## config.mk

```make
export PLATFORM = sky130hd
export DESIGN_NAME = echoing_line_editor
export DESIGN_NICKNAME = d
export VERILOG_FILES = /design/src/ele_pkg.sv /design/src/ele_ram.sv /design/src/ele_front.sv /design/src/ele_queue.sv /design/src/ele_back.sv /design/src/echoing_line_editor.sv
export SDC_FILE = /design/constraint.sdc
export NUM_CORES = 1
export LEC_CHECK = 0
export BUFFER_PORTS_ARGS = -buffer_cell sky130_fd_sc_hd__clkbuf_2
export CAP_MARGIN = 40
export CORE_UTILIZATION = 40
export CTS_CLUSTER_SIZE = 24
export DETAILED_ROUTE_END_ITERATION = 10
export PLACE_DENSITY = 0.58
export SLEW_MARGIN = 30
export SYNTH_ARGS = -nofsm -noshare
export SYNTH_HDL_FRONTEND = slang
export SYNTH_SLANG_ARGS = --single-unit
```

## constraint.sdc

```tcl
create_clock -name clk -period 3.6 [get_ports clk]
set_input_delay 0 -clock clk [delete_from_list [all_inputs] [get_ports clk]]
set_output_delay 0 -clock clk [all_outputs]
set_load 0.01 [all_outputs]
```

## src/ele_pkg.sv

```systemverilog
package ele_pkg;

  localparam int LINE_DEPTH  = 16;
  localparam int ADDR_W      = $clog2(LINE_DEPTH);
  localparam int LEN_W       = $clog2(LINE_DEPTH + 1);
  localparam int MAX_RESULTS = 45;
  localparam int RES_W       = $clog2(MAX_RESULTS + 1);
  localparam int QUEUE_DEPTH = 2;

  localparam logic [1:0] REQ_START = 2'd0;
  localparam logic [1:0] REQ_BYTE  = 2'd1;
  localparam logic [1:0] REQ_READ  = 2'd2;

  localparam logic [1:0] KIND_ECHO = 2'd0;
  localparam logic [1:0] KIND_DONE = 2'd1;
  localparam logic [1:0] KIND_READ = 2'd2;

  localparam logic [7:0] CH_CR   = 8'h0D;
  localparam logic [7:0] CH_LF   = 8'h0A;
  localparam logic [7:0] CH_BS   = 8'h08;
  localparam logic [7:0] CH_DEL  = 8'h7F;
  localparam logic [7:0] CH_KILL = 8'h15;
  localparam logic [7:0] CH_TAB  = 8'h09;
  localparam logic [7:0] CH_SP   = 8'h20;

  typedef struct packed {
    logic [1:0] req_type;
    logic [7:0] rx_byte;
    logic [4:0] line_length;
    logic [3:0] read_index;
  } req_t;

  typedef struct packed {
    logic [1:0] kind;
    logic [7:0] data_byte;
    logic [3:0] line_count;
    logic       last;
  } rsp_t;

  typedef enum logic [2:0] {
    CMD_START,
    CMD_NEWLINE,
    CMD_ERASE,
    CMD_KILL,
    CMD_PRINT,
    CMD_READ
  } cmd_t;

  typedef struct packed {
    cmd_t              cmd;
    logic [7:0]        data;
    logic [LEN_W-1:0]  len;
    logic [ADDR_W-1:0] addr;
    logic              addr_ok;
  } cmd_item_t;

  typedef struct packed {
    logic              we;
    logic [ADDR_W-1:0] waddr;
    logic [7:0]        wdata;
    logic              re;
    logic [ADDR_W-1:0] raddr;
  } mem_req_t;

  typedef struct packed {
    logic              armed;
    logic [ADDR_W-1:0] count;
    logic [LEN_W-1:0]  limit;
  } stat_t;

endpackage

```

## src/ele_ram.sv

```systemverilog
module ele_ram #(
  parameter int WIDTH = 8,
  parameter int DEPTH = 16
) (
  input  logic                     clk,
  input  logic                     we,
  input  logic [$clog2(DEPTH)-1:0] waddr,
  input  logic [WIDTH-1:0]         wdata,
  input  logic                     re,
  input  logic [$clog2(DEPTH)-1:0] raddr,
  output logic [WIDTH-1:0]         rdata
);

  logic [WIDTH-1:0] mem [DEPTH];

  always_ff @(posedge clk) begin
    if (we) begin
      mem[waddr] <= wdata;
    end
    if (re) begin
      rdata <= mem[raddr];
    end
  end

endmodule

```

## src/ele_front.sv

```systemverilog
module ele_front (
  input  logic               req_valid,
  output logic               req_ready,
  input  ele_pkg::req_t      req,
  input  logic               q_full,
  output logic               push,
  output ele_pkg::cmd_item_t push_item
);
  import ele_pkg::*;

  logic keep;

  assign req_ready = !q_full;
  assign push      = req_valid && req_ready && keep;

  always_comb begin
    keep              = 1'b0;
    push_item.cmd     = CMD_PRINT;
    push_item.data    = req.rx_byte;
    push_item.len     = (req.line_length > 5'(LINE_DEPTH)) ? LEN_W'(LINE_DEPTH)
                                                           : LEN_W'(req.line_length);
    push_item.addr    = ADDR_W'(req.read_index);
    push_item.addr_ok = 32'(req.read_index) < 32'(LINE_DEPTH);
    case (req.req_type)
      REQ_START: begin
        keep          = req.line_length != 5'd0;
        push_item.cmd = CMD_START;
      end
      REQ_BYTE: begin
        keep = 1'b1;
        case (req.rx_byte)
          CH_CR, CH_LF:  push_item.cmd = CMD_NEWLINE;
          CH_BS, CH_DEL: push_item.cmd = CMD_ERASE;
          CH_KILL:       push_item.cmd = CMD_KILL;
          CH_TAB:        keep = 1'b0;
          default:       push_item.cmd = CMD_PRINT;
        endcase
      end
      REQ_READ: begin
        keep          = 1'b1;
        push_item.cmd = CMD_READ;
      end
      default: keep = 1'b0;
    endcase
  end

endmodule

```

## src/ele_queue.sv

```systemverilog
module ele_queue (
  input  logic               clk,
  input  logic               rst,
  input  logic               push,
  input  ele_pkg::cmd_item_t push_item,
  output logic               full,
  input  logic               pop,
  output logic               nonempty,
  output ele_pkg::cmd_item_t head
);
  import ele_pkg::*;

  localparam int PTR_W = $clog2(QUEUE_DEPTH);
  localparam int OCC_W = $clog2(QUEUE_DEPTH + 1);

  cmd_item_t        slots [QUEUE_DEPTH];
  logic [PTR_W-1:0] wr_ptr;
  logic [PTR_W-1:0] rd_ptr;
  logic [OCC_W-1:0] occ;

  assign full     = occ == OCC_W'(QUEUE_DEPTH);
  assign nonempty = occ != '0;
  assign head     = slots[rd_ptr];

  always_ff @(posedge clk) begin
    if (push) begin
      slots[wr_ptr] <= push_item;
    end
  end

  always_ff @(posedge clk) begin
    if (rst) begin
      wr_ptr <= '0;
      rd_ptr <= '0;
      occ    <= '0;
    end else begin
      if (push) begin
        wr_ptr <= (32'(wr_ptr) == QUEUE_DEPTH - 1) ? '0 : wr_ptr + 1'b1;
      end
      if (pop) begin
        rd_ptr <= (32'(rd_ptr) == QUEUE_DEPTH - 1) ? '0 : rd_ptr + 1'b1;
      end
      if (push && !pop) begin
        occ <= occ + 1'b1;
      end else if (pop && !push) begin
        occ <= occ - 1'b1;
      end
    end
  end

endmodule

```

## src/ele_back.sv

```systemverilog
module ele_back (
  input  logic               clk,
  input  logic               rst,
  input  logic               q_valid,
  input  ele_pkg::cmd_item_t q_item,
  output logic               q_pop,
  output ele_pkg::mem_req_t  mem,
  input  logic [7:0]         rdata,
  output logic               rsp_valid,
  input  logic               rsp_ready,
  output ele_pkg::rsp_t      rsp,
  output ele_pkg::stat_t     stat
);
  import ele_pkg::*;

  typedef enum logic [3:0] {
    S_IDLE,
    S_CR,
    S_LF,
    S_DONE,
    S_BS1,
    S_SP,
    S_BS2,
    S_ECHO,
    S_READ
  } state_t;

  state_t            state;
  logic              armed;
  logic [ADDR_W-1:0] count;
  logic [LEN_W-1:0]  limit;
  logic              kill;
  cmd_item_t         cur;
  logic [RES_W-1:0]  nres;

  logic slot_free;
  logic can_emit;
  logic advance;
  logic cap_last;
  logic room;
  logic load;
  rsp_t rsp_next;

  assign slot_free = !rsp_valid || rsp_ready;
  assign can_emit  = 32'(nres) < MAX_RESULTS;
  // once the result limit is reached, keep editing but emit nothing
  assign advance   = slot_free || !can_emit;
  assign cap_last  = 32'(nres) == MAX_RESULTS - 1;
  assign room      = (32'(count) + 1) < 32'(limit);
  assign q_pop     = (state == S_IDLE) && q_valid;
  assign load      = (state != S_IDLE) && advance && can_emit;

  assign stat.armed = armed;
  assign stat.count = count;
  assign stat.limit = limit;

  always_comb begin
    mem.we    = 1'b0;
    mem.waddr = count;
    mem.wdata = 8'h00;
    mem.re    = q_pop && (q_item.cmd == CMD_READ) && q_item.addr_ok;
    mem.raddr = q_item.addr;
    case (state)
      S_DONE: mem.we = advance;
      S_BS1: begin
        mem.we    = advance;
        mem.waddr = count - 1'b1;
      end
      S_ECHO: begin
        mem.we    = advance;
        mem.wdata = cur.data;
      end
      default: mem.we = 1'b0;
    endcase
  end

  always_comb begin
    rsp_next.kind       = KIND_ECHO;
    rsp_next.data_byte  = 8'h00;
    rsp_next.line_count = 4'd0;
    rsp_next.last       = cap_last;
    case (state)
      S_CR: rsp_next.data_byte = CH_CR;
      S_LF: rsp_next.data_byte = CH_LF;
      S_DONE: begin
        rsp_next.kind       = KIND_DONE;
        rsp_next.line_count = 4'(count);
        rsp_next.last       = 1'b1;
      end
      S_BS1: rsp_next.data_byte = CH_BS;
      S_SP:  rsp_next.data_byte = CH_SP;
      S_BS2: begin
        rsp_next.data_byte = CH_BS;
        rsp_next.last      = cap_last || !kill || count == '0;
      end
      S_ECHO: begin
        rsp_next.data_byte = cur.data;
        rsp_next.last      = 1'b1;
      end
      S_READ: begin
        rsp_next.kind      = KIND_READ;
        rsp_next.data_byte = cur.addr_ok ? rdata : 8'h00;
        rsp_next.last      = 1'b1;
      end
      default: rsp_next.last = cap_last;
    endcase
  end

  always_ff @(posedge clk) begin
    if (rst) begin
      state     <= S_IDLE;
      armed     <= 1'b0;
      count     <= '0;
      limit     <= LEN_W'(LINE_DEPTH);
      kill      <= 1'b0;
      nres      <= '0;
      rsp_valid <= 1'b0;
    end else begin
      if (load) begin
        rsp_valid <= 1'b1;
        rsp       <= rsp_next;
        nres      <= nres + 1'b1;
      end else if (rsp_ready) begin
        rsp_valid <= 1'b0;
      end
      case (state)
        S_IDLE: begin
          if (q_valid) begin
            cur  <= q_item;
            nres <= '0;
            case (q_item.cmd)
              CMD_START: begin
                limit <= q_item.len;
                count <= '0;
                armed <= 1'b1;
              end
              CMD_NEWLINE: if (armed) state <= S_CR;
              CMD_ERASE: begin
                if (armed && count != '0) begin
                  kill  <= 1'b0;
                  state <= S_BS1;
                end
              end
              CMD_KILL: begin
                if (armed && count != '0) begin
                  kill  <= 1'b1;
                  state <= S_BS1;
                end
              end
              CMD_PRINT: if (armed && room) state <= S_ECHO;
              CMD_READ:  state <= S_READ;
              default:   state <= S_IDLE;
            endcase
          end
        end
        S_CR: begin
          if (advance) state <= S_LF;
        end
        S_LF: begin
          if (advance) state <= S_DONE;
        end
        S_DONE: begin
          if (advance) begin
            armed <= 1'b0;
            state <= S_IDLE;
          end
        end
        S_BS1: begin
          if (advance) begin
            count <= count - 1'b1;
            state <= S_SP;
          end
        end
        S_SP: begin
          if (advance) state <= S_BS2;
        end
        S_BS2: begin
          if (advance) begin
            state <= (kill && count != '0) ? S_BS1 : S_IDLE;
          end
        end
        S_ECHO: begin
          if (advance) begin
            count <= count + 1'b1;
            state <= S_IDLE;
          end
        end
        S_READ: begin
          if (advance) state <= S_IDLE;
        end
        default: state <= S_IDLE;
      endcase
    end
  end

endmodule

```

## src/echoing_line_editor.sv

```systemverilog
// channel  | valid     | ready     | payload      | item
// ---------+-----------+-----------+--------------+-------------------------------
// request  | req_valid | req_ready | req (req_t)  | start, received byte or read
// result   | rsp_valid | rsp_ready | rsp (rsp_t)  | echo byte, line done, read data
//
// The front takes one request per cycle while the two-entry command queue has room.
// The back sequencer takes a start when idle, a byte echo in S_ECHO, a read in S_READ,
// a newline as CR, LF, line done, an erase as BS, SP, BS, a kill of n chars as n such
// groups. Results wait in the output register; a stalled result halts the sequencer
// and, once the queue fills, the front. Reset (rst, synchronous) disarms the editor,
// clears the count and sets the limit to the full line; the line store is not cleared.
module echoing_line_editor (
  input  logic          clk,
  input  logic          rst,
  input  logic          req_valid,
  output logic          req_ready,
  input  ele_pkg::req_t req,
  output logic          rsp_valid,
  input  logic          rsp_ready,
  output ele_pkg::rsp_t rsp
);
  import ele_pkg::*;

  logic       q_full;
  logic       q_push;
  logic       q_pop;
  logic       q_nonempty;
  cmd_item_t  push_item;
  cmd_item_t  q_head;
  mem_req_t   mem;
  logic [7:0] rdata;
  stat_t      stat;

  ele_front u_front (
    .req_valid (req_valid),
    .req_ready (req_ready),
    .req       (req),
    .q_full    (q_full),
    .push      (q_push),
    .push_item (push_item)
  );

  ele_queue u_queue (
    .clk       (clk),
    .rst       (rst),
    .push      (q_push),
    .push_item (push_item),
    .full      (q_full),
    .pop       (q_pop),
    .nonempty  (q_nonempty),
    .head      (q_head)
  );

  ele_back u_back (
    .clk       (clk),
    .rst       (rst),
    .q_valid   (q_nonempty),
    .q_item    (q_head),
    .q_pop     (q_pop),
    .mem       (mem),
    .rdata     (rdata),
    .rsp_valid (rsp_valid),
    .rsp_ready (rsp_ready),
    .rsp       (rsp),
    .stat      (stat)
  );

  ele_ram #(
    .WIDTH (8),
    .DEPTH (LINE_DEPTH)
  ) u_line_store (
    .clk   (clk),
    .we    (mem.we),
    .waddr (mem.waddr),
    .wdata (mem.wdata),
    .re    (mem.re),
    .raddr (mem.raddr),
    .rdata (rdata)
  );

  a_count_below_limit: assert property (@(posedge clk) disable iff (rst)
    32'(stat.count) < 32'(stat.limit))
    else $error("character count reached the line limit");

  // the line complete item follows the LF echo and is loaded as the editor disarms
  a_done_disarms: assert property (@(posedge clk) disable iff (rst)
    (rsp_valid && rsp.kind == KIND_DONE && $past(rsp.kind) == KIND_ECHO) |-> !stat.armed)
    else $error("editor still armed after line complete");

  a_single_results_last: assert property (@(posedge clk) disable iff (rst)
    (rsp_valid && (rsp.kind == KIND_DONE || rsp.kind == KIND_READ)) |-> rsp.last)
    else $error("line complete or read result without last");

  a_no_pop_empty: assert property (@(posedge clk) disable iff (rst)
    q_pop |-> q_nonempty)
    else $error("command queue popped while empty");

endmodule
```

==> results of run 1 <==
[sequential cells by signal, summed over array words and instances (netlist names), 2 cells and up, named ones only]
name and cells:
u_back.count 4, u_back.cur 8, u_back.limit 5, u_back.nres 6, u_back.rsp 15, u_back.state 4
u_line_store.mem 128, u_line_store.rdata 8, u_queue.occ 2, u_queue.slots 40
[per-stage QoR]
step | utilization [%] | cell area, um2
final | 48.1 | 11300
after global routing | 48.1 | 11300
after CTS | 47.9 | 11200
after detailed placement | 43.4 | 10200
after global placement | 43.3 | 10200
after floorplan | - | 9590
[timing repair]
item,CTS,global route
setup endpoints to repair,0,0
hold endpoints to repair,43,0
hold buffers,22,0
[logic make-up (layout without fill, tap and decap cells)]
group                    count (synthesis)  count (layout)  share of synthesized area [%]
adder cells (fa/ha/maj)                 10              10                           1.31
flip-flops                             226             226                           68.0
AND/OR/NAND/NOR                        163             163                           8.99
buffers and inverters                   46             140                           2.26
AO/OA/AOI/OAI                          100             100                           7.34
XOR/XNOR                                12              12                           1.10
multiplexers                            64              64                           11.0
[path summary, 6_finish.rpt]
kind,cells after the start,endpoint,from,slack [ns]
worst max-delay path,7,u_line_store.mem[4][4],u_back.state[1],0.27
worst min-delay path,2,u_back.kill,rst,0.04
worst max register to register,7,u_line_store.mem[4][4],u_back.state[1],0.27
worst min register to register,2,u_queue.rd_ptr,u_queue.rd_ptr,0.48
[synthesized netlist by cell type (all sizes together) (5+ instances only)]
master    n  area [um2]
a211oi   14         105
a21o      5        37.5
a21oi    28         140
a22oi     5        37.5
and2     15        93.8
buf      15         100
clkbuf   15        56.3
dfxtp    27         541
edfxtp  199        5980
ha       10         125
inv      15        56.3
mux2     13         146
mux2i    19         190
mux4     32         721
nand2    20        75.1
nand2b    8        50.1
nand3     9        45.0
nor2     53         199
nor2b    15        93.8
nor3      7        35.0
nor4      7        43.8
o21ai    14        70.1
or3       7        43.8
xnor2     7        61.3
xor2      5        43.8
[metal layers]
| metal | track usage [%] | part of all wire [%] | wire length, um |
|---|---|---|---|
| met2 | 27.7 | 46 | 9640 |
| met5 | 0 | 0 | 0 |
| met4 | 6.21 | 3.0 | 636 |
| met3 | 2.49 | 5.3 | 1110 |
| met1 | 24.6 | 45 | 9490 |
[layout make-up]
class | instances | share of cell area [%]
clock inverters | 18 | 1.77
repair buffers | 80 | 5.25
well taps | 319 | 3.54
flip-flops and latches | 226 | 57.7
inverters | 16 | 0.532
multi-input cells | 349 | 25.6
clock buffers | 26 | 5.57
[power groups by stage]
stage	Sequential, mW	Combinational, mW	Clock [mW]
6_report	3.21	1.60	2.56
3_5_place_dp	3.26	1.57	0
4_1_cts	3.20	1.60	2.59
5_1_grt	3.22	1.75	2.68
3_3_place_gp	3.25	1.54	0
2_1_floorplan	3.23	1.17	0
==> metrics.txt, run 1 <==
IO Count 40; clk_skew roughly 0.011 ns; Final Critical Period roughly 3.3 ns; post-cts resize count 0; critical path class flip-flop to flip-flop; Diodes inserted 0; multi-input combinational cell area slightly below 0.003 mm2; Seq cells post-synth between 200 and 250; number of global-route vias before repair between 5000 and 6000; CTS H-tree depth 1; most used flip-flop cell after synthesis edfxtp_1; Setup TNS 0 ns; Comb power frac between 20% and 30%; Psw 2.05 mW; NumNets Final 730; Clock Pin Slew Worst Setup and Hold Paths 0.06 ns; Worst Hold Class input port to flip-flop; Clk Latency, worst-skew pair approximately 0.52 ns; Worst-Margin Slew slightly below 0.9 ns; row cnt 56; Warnings, synthesis 0; first-pass GRT wire length between 30000 and 40000 um; Gate Count Post-Synth 621; synthesized area per cell between 15 and 20 um2; Setup Fix Bufs, Post-CTS 0; Power Density 652 mW/mm2; RePlAce Congestion ~0.83; routed len/inst 20.2 um; Finished Layout Cells around 1000; Fin. Hold Viols 0; DR vias/cell between 5 and 6; synth-to-layout area growth 17.8%; Crit path required time approximately 3.8 ns; slew margin rel. around two fifths; final WL 20900 um; status completed; fraction of layout cells with a size suffix above 1 between 20% and 30%; worst-path fanout max 16; number of flops mapped to enable cells by yosys 199; Synth cell types 63; max frequency approximately 300 MHz; final slew viol count 0; Seq. cell area 0.00652 mm2; # placed instances between 900 and 1000; unrepaired setup endpoints after global routing no; # Max-Cap Violations 0; cell internal pwr 5.31 mW; sequential share of power a little over two fifths; Remaining DRCs 0; Congestion Overflow GR 0; core area around 0.023 mm2; hpwl dp roughly 14000 um; pin count of the biggest net entering global routing 29; Global Route Usage Sum between 10% and 20%; Tot Pwr between 7 and 8 mW; Vert. Die Dim 157 um; final setup vio count 0; die area 0.0246 mm2; delay-heaviest family, CP simple AND/OR/NAND/NOR gates; asr flop ratio synth 0%; commonest cells after routing, fill and taps aside edfxtp_1, nor2_1, clkbuf_2; initial cell density of the core 40.8%; clock power share 34.7%; Die Wd roughly 160 um; port buffer count 39; Startpoint Class flip-flop; CTS root buffer clkbuf_16; Buf+Inv Stages, Crit Path 2; Critical Path AT between 3 and 4 ns; crit-path cells inv_1 > nand3_1 > clkinv_1 > ha_1 > nor4b_1 > nand2_1 > nor2_1; commonest non-fill, non-tap cell in the layout edfxtp_1; Num CTS Buffers 24; Synth Cell Area ~0.0096 mm2; Leakage between 3 and 4 nW; Peak VDD IR around 0.00030 V; clock sink count about 230; fin worst setup slack ~0.27 ns; drt initial violations 446; initial antenna violation count 0; max incr delay on CP 0.64 ns; Seq/Total Area, Yosys between 60% and 70%; Critical-path top delay cell dfxtp_1; period utilisation layout between 90 and 100%; via count approximately 5500; switch share between 20% and 30%; Syn Nets between 600 and 700; filler cell count 1984; Setup WS pre-CTS roughly 0.31 ns; CTS Buffer Depth 3; TritonRoute pass-1 iters 5; Hold Slack about 0.042 ns; CTS tree yes; post-route antenna net violation count 0; CP endpoint kind flip-flop
No activity file was read; power rests on OpenSTA's default activity.
==> inputs of run 2 (changes only) <==
--- a/config.mk
+++ b/config.mk
@@ -5,12 +5,16 @@
 export SDC_FILE = /design/constraint.sdc
 export NUM_CORES = 1
 export LEC_CHECK = 0
+export ABC_AREA = 1
 export BUFFER_PORTS_ARGS = -buffer_cell sky130_fd_sc_hd__clkbuf_2
 export CAP_MARGIN = 40
+export CELL_PAD_IN_SITES_DETAIL_PLACEMENT = 1
+export CELL_PAD_IN_SITES_GLOBAL_PLACEMENT = 2
 export CORE_UTILIZATION = 40
 export CTS_CLUSTER_SIZE = 24
 export DETAILED_ROUTE_END_ITERATION = 10
-export PLACE_DENSITY = 0.58
+export MAX_ROUTING_LAYER = met4
+export PLACE_DENSITY = 0.79
 export SLEW_MARGIN = 30
 export SYNTH_ARGS = -nofsm -noshare
 export SYNTH_HDL_FRONTEND = slang
==> metrics.txt, run 2 <==
Power Density 702 mW/mm2 (+7.6%); final slew viol count 0 (unchanged); TritonRoute pass-1 iters 4 (-1); Fin. Hold Viols 0 (unchanged); critical path class flip-flop to flip-flop; Final Critical Period 2.69 ns (-0.639 ns); CTS Buffer Depth 3 (unchanged); hpwl dp 15900 um (+12%); Worst Hold Class input port to flip-flop; clock sink count 226 (unchanged); Warnings, synthesis 0 (unchanged); Seq/Total Area, Yosys 67.6% (-0.39 points); CP Launch Point u_back.state[2]; Seq cells post-synth 226 (unchanged); via count 6736 (+22%); Setup TNS 0 ns (unchanged); Setup Fix Bufs, Post-CTS 0 (unchanged); Vert. Die Dim 157 um (+0.28%); number of global-route vias before repair 6876 (+28%); min-delay src req[1]; met2 wire len 11100 um (+15%); Clock Pin Slew Worst Setup and Hold Paths 0.06 ns (about the same); synthesized area per cell 10.9 um2 (-29%); Worst-Margin Slew 0.732 ns (-0.141 ns); Critical Path AT 2.84 ns (-0.64 ns); R2R Path Start u_back.state[2]; Remaining DRCs 0 (unchanged); RePlAce Congestion 0.859 (+2.9%); Die Wd 157 um (+0.28%); setup slack, reg-to-reg 0.91 ns (+0.64 ns); R2R cell count 10 (+3); unrepaired setup endpoints after global routing no; final core occ 48.5% (+0.41 points); max frequency 372 MHz (+24%); metal3 WL 1170 um (+5.4%); fraction of layout cells with a size suffix above 1 12.9% (-8.9 points); period utilisation layout 74.7% (-18 points); Num CTS Buffers 25 (+4.2%); routed len/inst 18.3 um (-9.3%); Synth Cell Area 0.00964 mm2 (+0.57%); Crit path required time 3.75 ns (about the same); final WL 24000 um (+15%); port buffer count 39 (unchanged); Synth cell types 37 (-41%); Top Layer Used met4; IO Count 40 (unchanged); Global Route Usage Sum 20.7% (+3.2 points); # Max-Cap Violations 0 (unchanged); first-pass GRT wire length 37700 um (+19%); slew margin rel. 51.1% (+9.2 points); CTS root buffer clkbuf_16; commonest cells in the netlist edfxtp_1, nand2_1, inv_1; Gate Count Post-Synth 881 (+42%); DR vias/cell 5.15 (-3.5%); cell taking the most area after synthesis edfxtp_1; met1 WL 11300 um (+19%); CP endpoint kind flip-flop; pin count of the biggest net entering global routing 65 (+120%); initial cell density of the core 40.9% (+0.11 points); drt initial violations 397 (-11%); synth-to-layout area growth 18.5%; max FFs per register 128 (unchanged); Tot Pwr 8.01 mW (+8.9%); clk_skew 0.0129 ns (+0.00219 ns); Clk Latency, worst-skew pair 0.52 ns (about the same); Peak VDD IR 0.000284 V (-4.3%); number of flops mapped to enable cells by yosys 199 (unchanged); asr flop ratio synth 0% (unchanged); die area 0.0247 mm2 (+0.57%); CTS H-tree depth 1 (unchanged); final setup vio count 0 (unchanged); core area 0.0235 mm2 (+0.30%); post-route antenna net violation count 0 (unchanged); commonest non-fill, non-tap cell in the layout edfxtp_1; Diodes inserted 0 (unchanged); dpl cell area 0.0104 mm2 (+1.6%); Leakage 4.51 nW (+20%); NumNets Final 1006 (+38%); synth top area cells edfxtp_1, dfxtp_1, nand2_1; Synth top area share 62.0% (-0.36 points); hold path depth 2 (unchanged); status completed; registers with the most flip-flops u_line_store.mem x128, u_queue.slots x40, u_back.rsp x15; most frequent cell after synthesis edfxtp_1; worst-path fanout max 18 (+2); most used flip-flop cell after synthesis edfxtp_1; Syn Nets 914 (+40%); row cnt 56 (unchanged); Largest Register u_line_store.mem; Startpoint Class flip-flop; Final Instance Area 0.0114 mm2 (+1.2%); Congestion Overflow GR 0 (unchanged); initial antenna violation count 0 (unchanged); commonest cells after routing, fill and taps aside edfxtp_1, nand2_1, inv_1; CTS tree yes
[run 2: changes by cell type after synthesis, sizes merged, moves of 14 or more]
cell / before / now
a21oi: 28 / 81
and2: 15 / 1
inv: 15 / 117
mux2i: 19 / 0
mux4: 32 / 0
nand2: 20 / 135
nand3: 9 / 32
nor2: 53 / 78
nor2b: 15 / 0
o211ai: 2 / 39
o21ai: 14 / 100
[run 2: worst paths after layout]
check | end
min | u_queue.slots[0][1]
max | u_line_store.mem[1][6]
max reg2reg | u_line_store.mem[1][6]
min reg2reg | u_queue.rd_ptr
[run 2: metrics by stage]
step | setup WS [ns] | hold slack [ns] | cells
floorplan | 1.47 | 0.0691 | 881
global placement | 1.06 | 0.194 | 1239
detailed placement | 0.889 | 0.203 | 1239
CTS | 0.830 | 0.192 | 1305
global route | 0.670 | 0.212 | 1308
finish | 0.911 | 0.212 | 1308
[run 2: metal layers]
layer | vias to the layer above | GRT usage [%]
met5 | - | -
met4 | 0 | 5.27
met3 | 29 | 3.28
met2 | 141 | 32.5
met1 | 3311 | 28.1
li1 | 3255 | -
[run 2: repair_timing]
action / in CTS / in global routing
gates resized for setup: 0 / 0
hold buffers: 23 / 0
endpoints found under the hold margin: 45 / 0
[run 2: kinds of logic after synthesis]
family,count (synthesis),synth area share (%)
buffers and inverters,149,6.00
DFF,226,67.6
and+or+nand+nor,259,11.1
xor gates and xnor gates,5,0.454
adders and majority gates,10,1.30
AOI/OAI and AO/OA,232,13.5
[run 2: area by class of cell]
class,instances,area (um2)
timing repair buffer,97,712
fill,2608,12100
clock inverter,15,165
inverter,117,439
clock buffer,28,637
tap,319,399
multi-input combinational,506,2550
sequential,226,6520
[run 2: worst max-delay path, cell delays in order, from the launching register on]
cell and delay [ns]:
dfxtp_1 0.33, inv_1 0.07, nor2_2 0.16, inv_1 0.11, nor2_1 0.26, inv_2 0.21, nand2_1 0.19, o21ai_0 0.11
inv_1 0.13, nand3_1 0.15, nor2_1 0.60
[run 2: power breakdown]
group / total [mW] / internal, mW / switching (mW)
combinational: 2.26 / 0.706 / 1.56
clock: 2.51 / 1.49 / 1.02
sequential: 3.24 / 3.13 / 0.113
total: 8.01 / 5.32 / 2.69
==> inputs of run 3 (changes only) <==
--- a/config.mk
+++ b/config.mk
@@ -10,11 +10,11 @@
 export CAP_MARGIN = 40
 export CELL_PAD_IN_SITES_DETAIL_PLACEMENT = 1
 export CELL_PAD_IN_SITES_GLOBAL_PLACEMENT = 2
-export CORE_UTILIZATION = 40
+export CORE_UTILIZATION = 37
 export CTS_CLUSTER_SIZE = 24
 export DETAILED_ROUTE_END_ITERATION = 10
 export MAX_ROUTING_LAYER = met4
-export PLACE_DENSITY = 0.79
+export PLACE_DENSITY = 0.77
 export SLEW_MARGIN = 30
 export SYNTH_ARGS = -nofsm -noshare
 export SYNTH_HDL_FRONTEND = slang
==> constraint.sdc (replaced) <==
create_clock -name clk -period 2.2 [get_ports clk]
set_input_delay 0 -clock clk [delete_from_list [all_inputs] [get_ports clk]]
set_output_delay 0 -clock clk [all_outputs]
set_load 0.01 [all_outputs]
==> metrics.txt, run 3 (synthesized netlist as in run 2, its figures left out) <==
period utilisation layout 95.2% (+21 points); Top Layer Used met4; Largest Register u_line_store.mem; Diodes inserted 0 (unchanged); CP endpoint kind flip-flop; Crit path required time 2.42 ns (-1.33 ns); IO Count 40 (unchanged); via count 6886 (+2.2%); routed len/inst 18.7 um (+2.2%); Leakage 4.70 nW (+4.2%); synth-to-layout area growth 22.5%; Fin. Hold Viols 0 (unchanged); metal3 WL 1020 um (-13%); status completed; die area 0.0267 mm2 (+8.0%); Critical Path AT 2.31 ns (-0.53 ns); Vert. Die Dim 163 um (+3.9%); worst-path fanout max 8 (-10); Peak VDD IR 0.000575 V (+100%); final setup vio count 0 (unchanged); pin count of the biggest net entering global routing 59 (-9.2%); Setup Fix Bufs, Post-CTS 0 (unchanged); clk_skew 0.0126 ns (-0.000306 ns); row cnt 58 (+3.6%); initial cell density of the core 38.0% (-3.0 points); DR vias/cell 5.05 (-2.0%); post-route antenna net violation count 0 (unchanged); port buffer count 39 (unchanged); Congestion Overflow GR 0 (unchanged); delay-heaviest family, CP buffers and inverters; drt initial violations 501 (+26%); first-pass GRT wire length 39100 um (+3.7%); CTS root buffer clkbuf_16; commonest non-fill, non-tap cell in the layout edfxtp_1; NumNets Final 1050 (+4.4%); Worst Hold Class input port to flip-flop; max incr delay on CP 0.35 ns (-0.25 ns); Remaining DRCs 0 (unchanged); Clock Pin Slew Worst Setup and Hold Paths 0.06 ns (about the same); Clk Latency, worst-skew pair 0.52 ns (about the same); max FFs per register 128 (unchanged); unrepaired setup endpoints after global routing yes; # Max-Cap Violations 0 (unchanged); Critical-path top delay cell dfxtp_2; Die Wd 163 um (+3.9%); final slew viol count 0 (unchanged); fin worst setup slack 0.105 ns (-0.806 ns); clock sink count 226 (unchanged); crit-path cells inv_1 > nor2_4 > inv_1 > nor2_2 > buf_4 > ha_1 > inv_1 > nand3_1 > buf_4 > nor2_1 > buf_4; core area 0.0254 mm2 (+7.9%); commonest cells after routing, fill and taps aside edfxtp_1, nand2_1, inv_1; Buf+Inv Stages, Crit Path 6 (+2); hpwl dp 17800 um (+12%); registers with the most flip-flops u_line_store.mem x128, u_queue.slots x40, u_back.rsp x15; met2 wire len 11700 um (+6.0%); slew margin rel. 52.4% (+1.4 points); TritonRoute pass-1 iters 5 (+1); Tot Pwr 13.5 mW (+69%); Startpoint Class flip-flop; met1 WL 12400 um (+9.3%); CTS tree yes; CTS H-tree depth 1 (unchanged); CTS Buffer Depth 3 (unchanged); Global Route Usage Sum 20.0% (-0.72 points); fraction of layout cells with a size suffix above 1 17.7% (+4.8 points); initial antenna violation count 0 (unchanged); Num CTS Buffers 25 (unchanged); Setup WS pre-CTS 0.0150 ns (-0.874 ns); number of global-route vias before repair 6905 (+0.42%); max frequency 477 MHz (+28%); final WL 25500 um (+6.6%); critical path class flip-flop to flip-flop; Worst-Margin Slew 0.713 ns (-0.0187 ns); RePlAce Congestion 0.835 (-2.8%); Final Critical Period 2.10 ns (-0.594 ns); Power Density 1140 mW/mm2 (+63%)
run 3: worst paths after layout:
kind	start	to	slack, ns	cells after the start
hold reg to reg	u_queue.rd_ptr	u_queue.rd_ptr	0.47	1
hold / removal	req[2]	u_queue.slots[0][2]	0.23	2
setup / recovery	u_back.state[2]	u_line_store.mem[15][4]	0.10	11
setup reg to reg	u_back.state[2]	u_line_store.mem[15][4]	0.10	11
run 3: power breakdown:
part	leakage, nW	total, mW	internal [mW]	switching (mW)
clock network	0.348	3.80	2.21	1.60
logic	2.04	4.41	1.54	2.87
registers	2.31	5.30	5.13	0.171
run 3: final cells by class:
| cell class | count | area, um2 |
|---|---|---|
| clock inverters | 9 | 70.1 |
| fillers | 2767 | 13600 |
| multi-input cells | 506 | 2630 |
| repair buffers | 141 | 1070 |
| well taps | 330 | 413 |
| flip-flops and latches | 226 | 6520 |
| inverters | 117 | 439 |
| clock buffers | 35 | 663 |
run 3: worst register-to-register path, stage by stage (launching register included):
cell and delay, ns:
dfxtp_2 0.35, inv_1 0.08, nor2_4 0.13, inv_1 0.10, nor2_2 0.10, buf_4 0.14
ha_1 0.25, inv_1 0.09, nand3_1 0.08, buf_4 0.16, nor2_1 0.12, buf_4 0.19
run 3: repair_timing:
action	in CTS	in global routing
endpoints found under the setup margin	43	133
pin swaps	0	2
hold endpoints to repair	45	0
resized for setup	1	29
cloned	0	0
hold buffers	24	0
run 3: per-stage QoR:
stage / hold slack (ns) / cell area [um2] / TNS (ns) / cells / utilization [%]
2_1_floorplan: 0.0691 / 9640 / 0 / 881 / -
3_3_place_gp: 0.195 / 10700 / 0 / 1295 / 42.2
3_5_place_dp: 0.204 / 10700 / 0 / 1296 / 42.3
4_1_cts: 0.214 / 11700 / 0 / 1364 / 46.1
5_1_grt: 0.232 / 11800 / -0.856 / 1364 / 46.5
6_report: 0.228 / 11800 / 0 / 1364 / 46.5
run 3: routing by layer:
layer | GRT usage, % | up-vias
met5 | - | -
met4 | 4.76 | 0
met3 | 2.46 | 36
met2 | 31.3 | 136
met1 | 27.6 | 3357
li1 | - | 3357
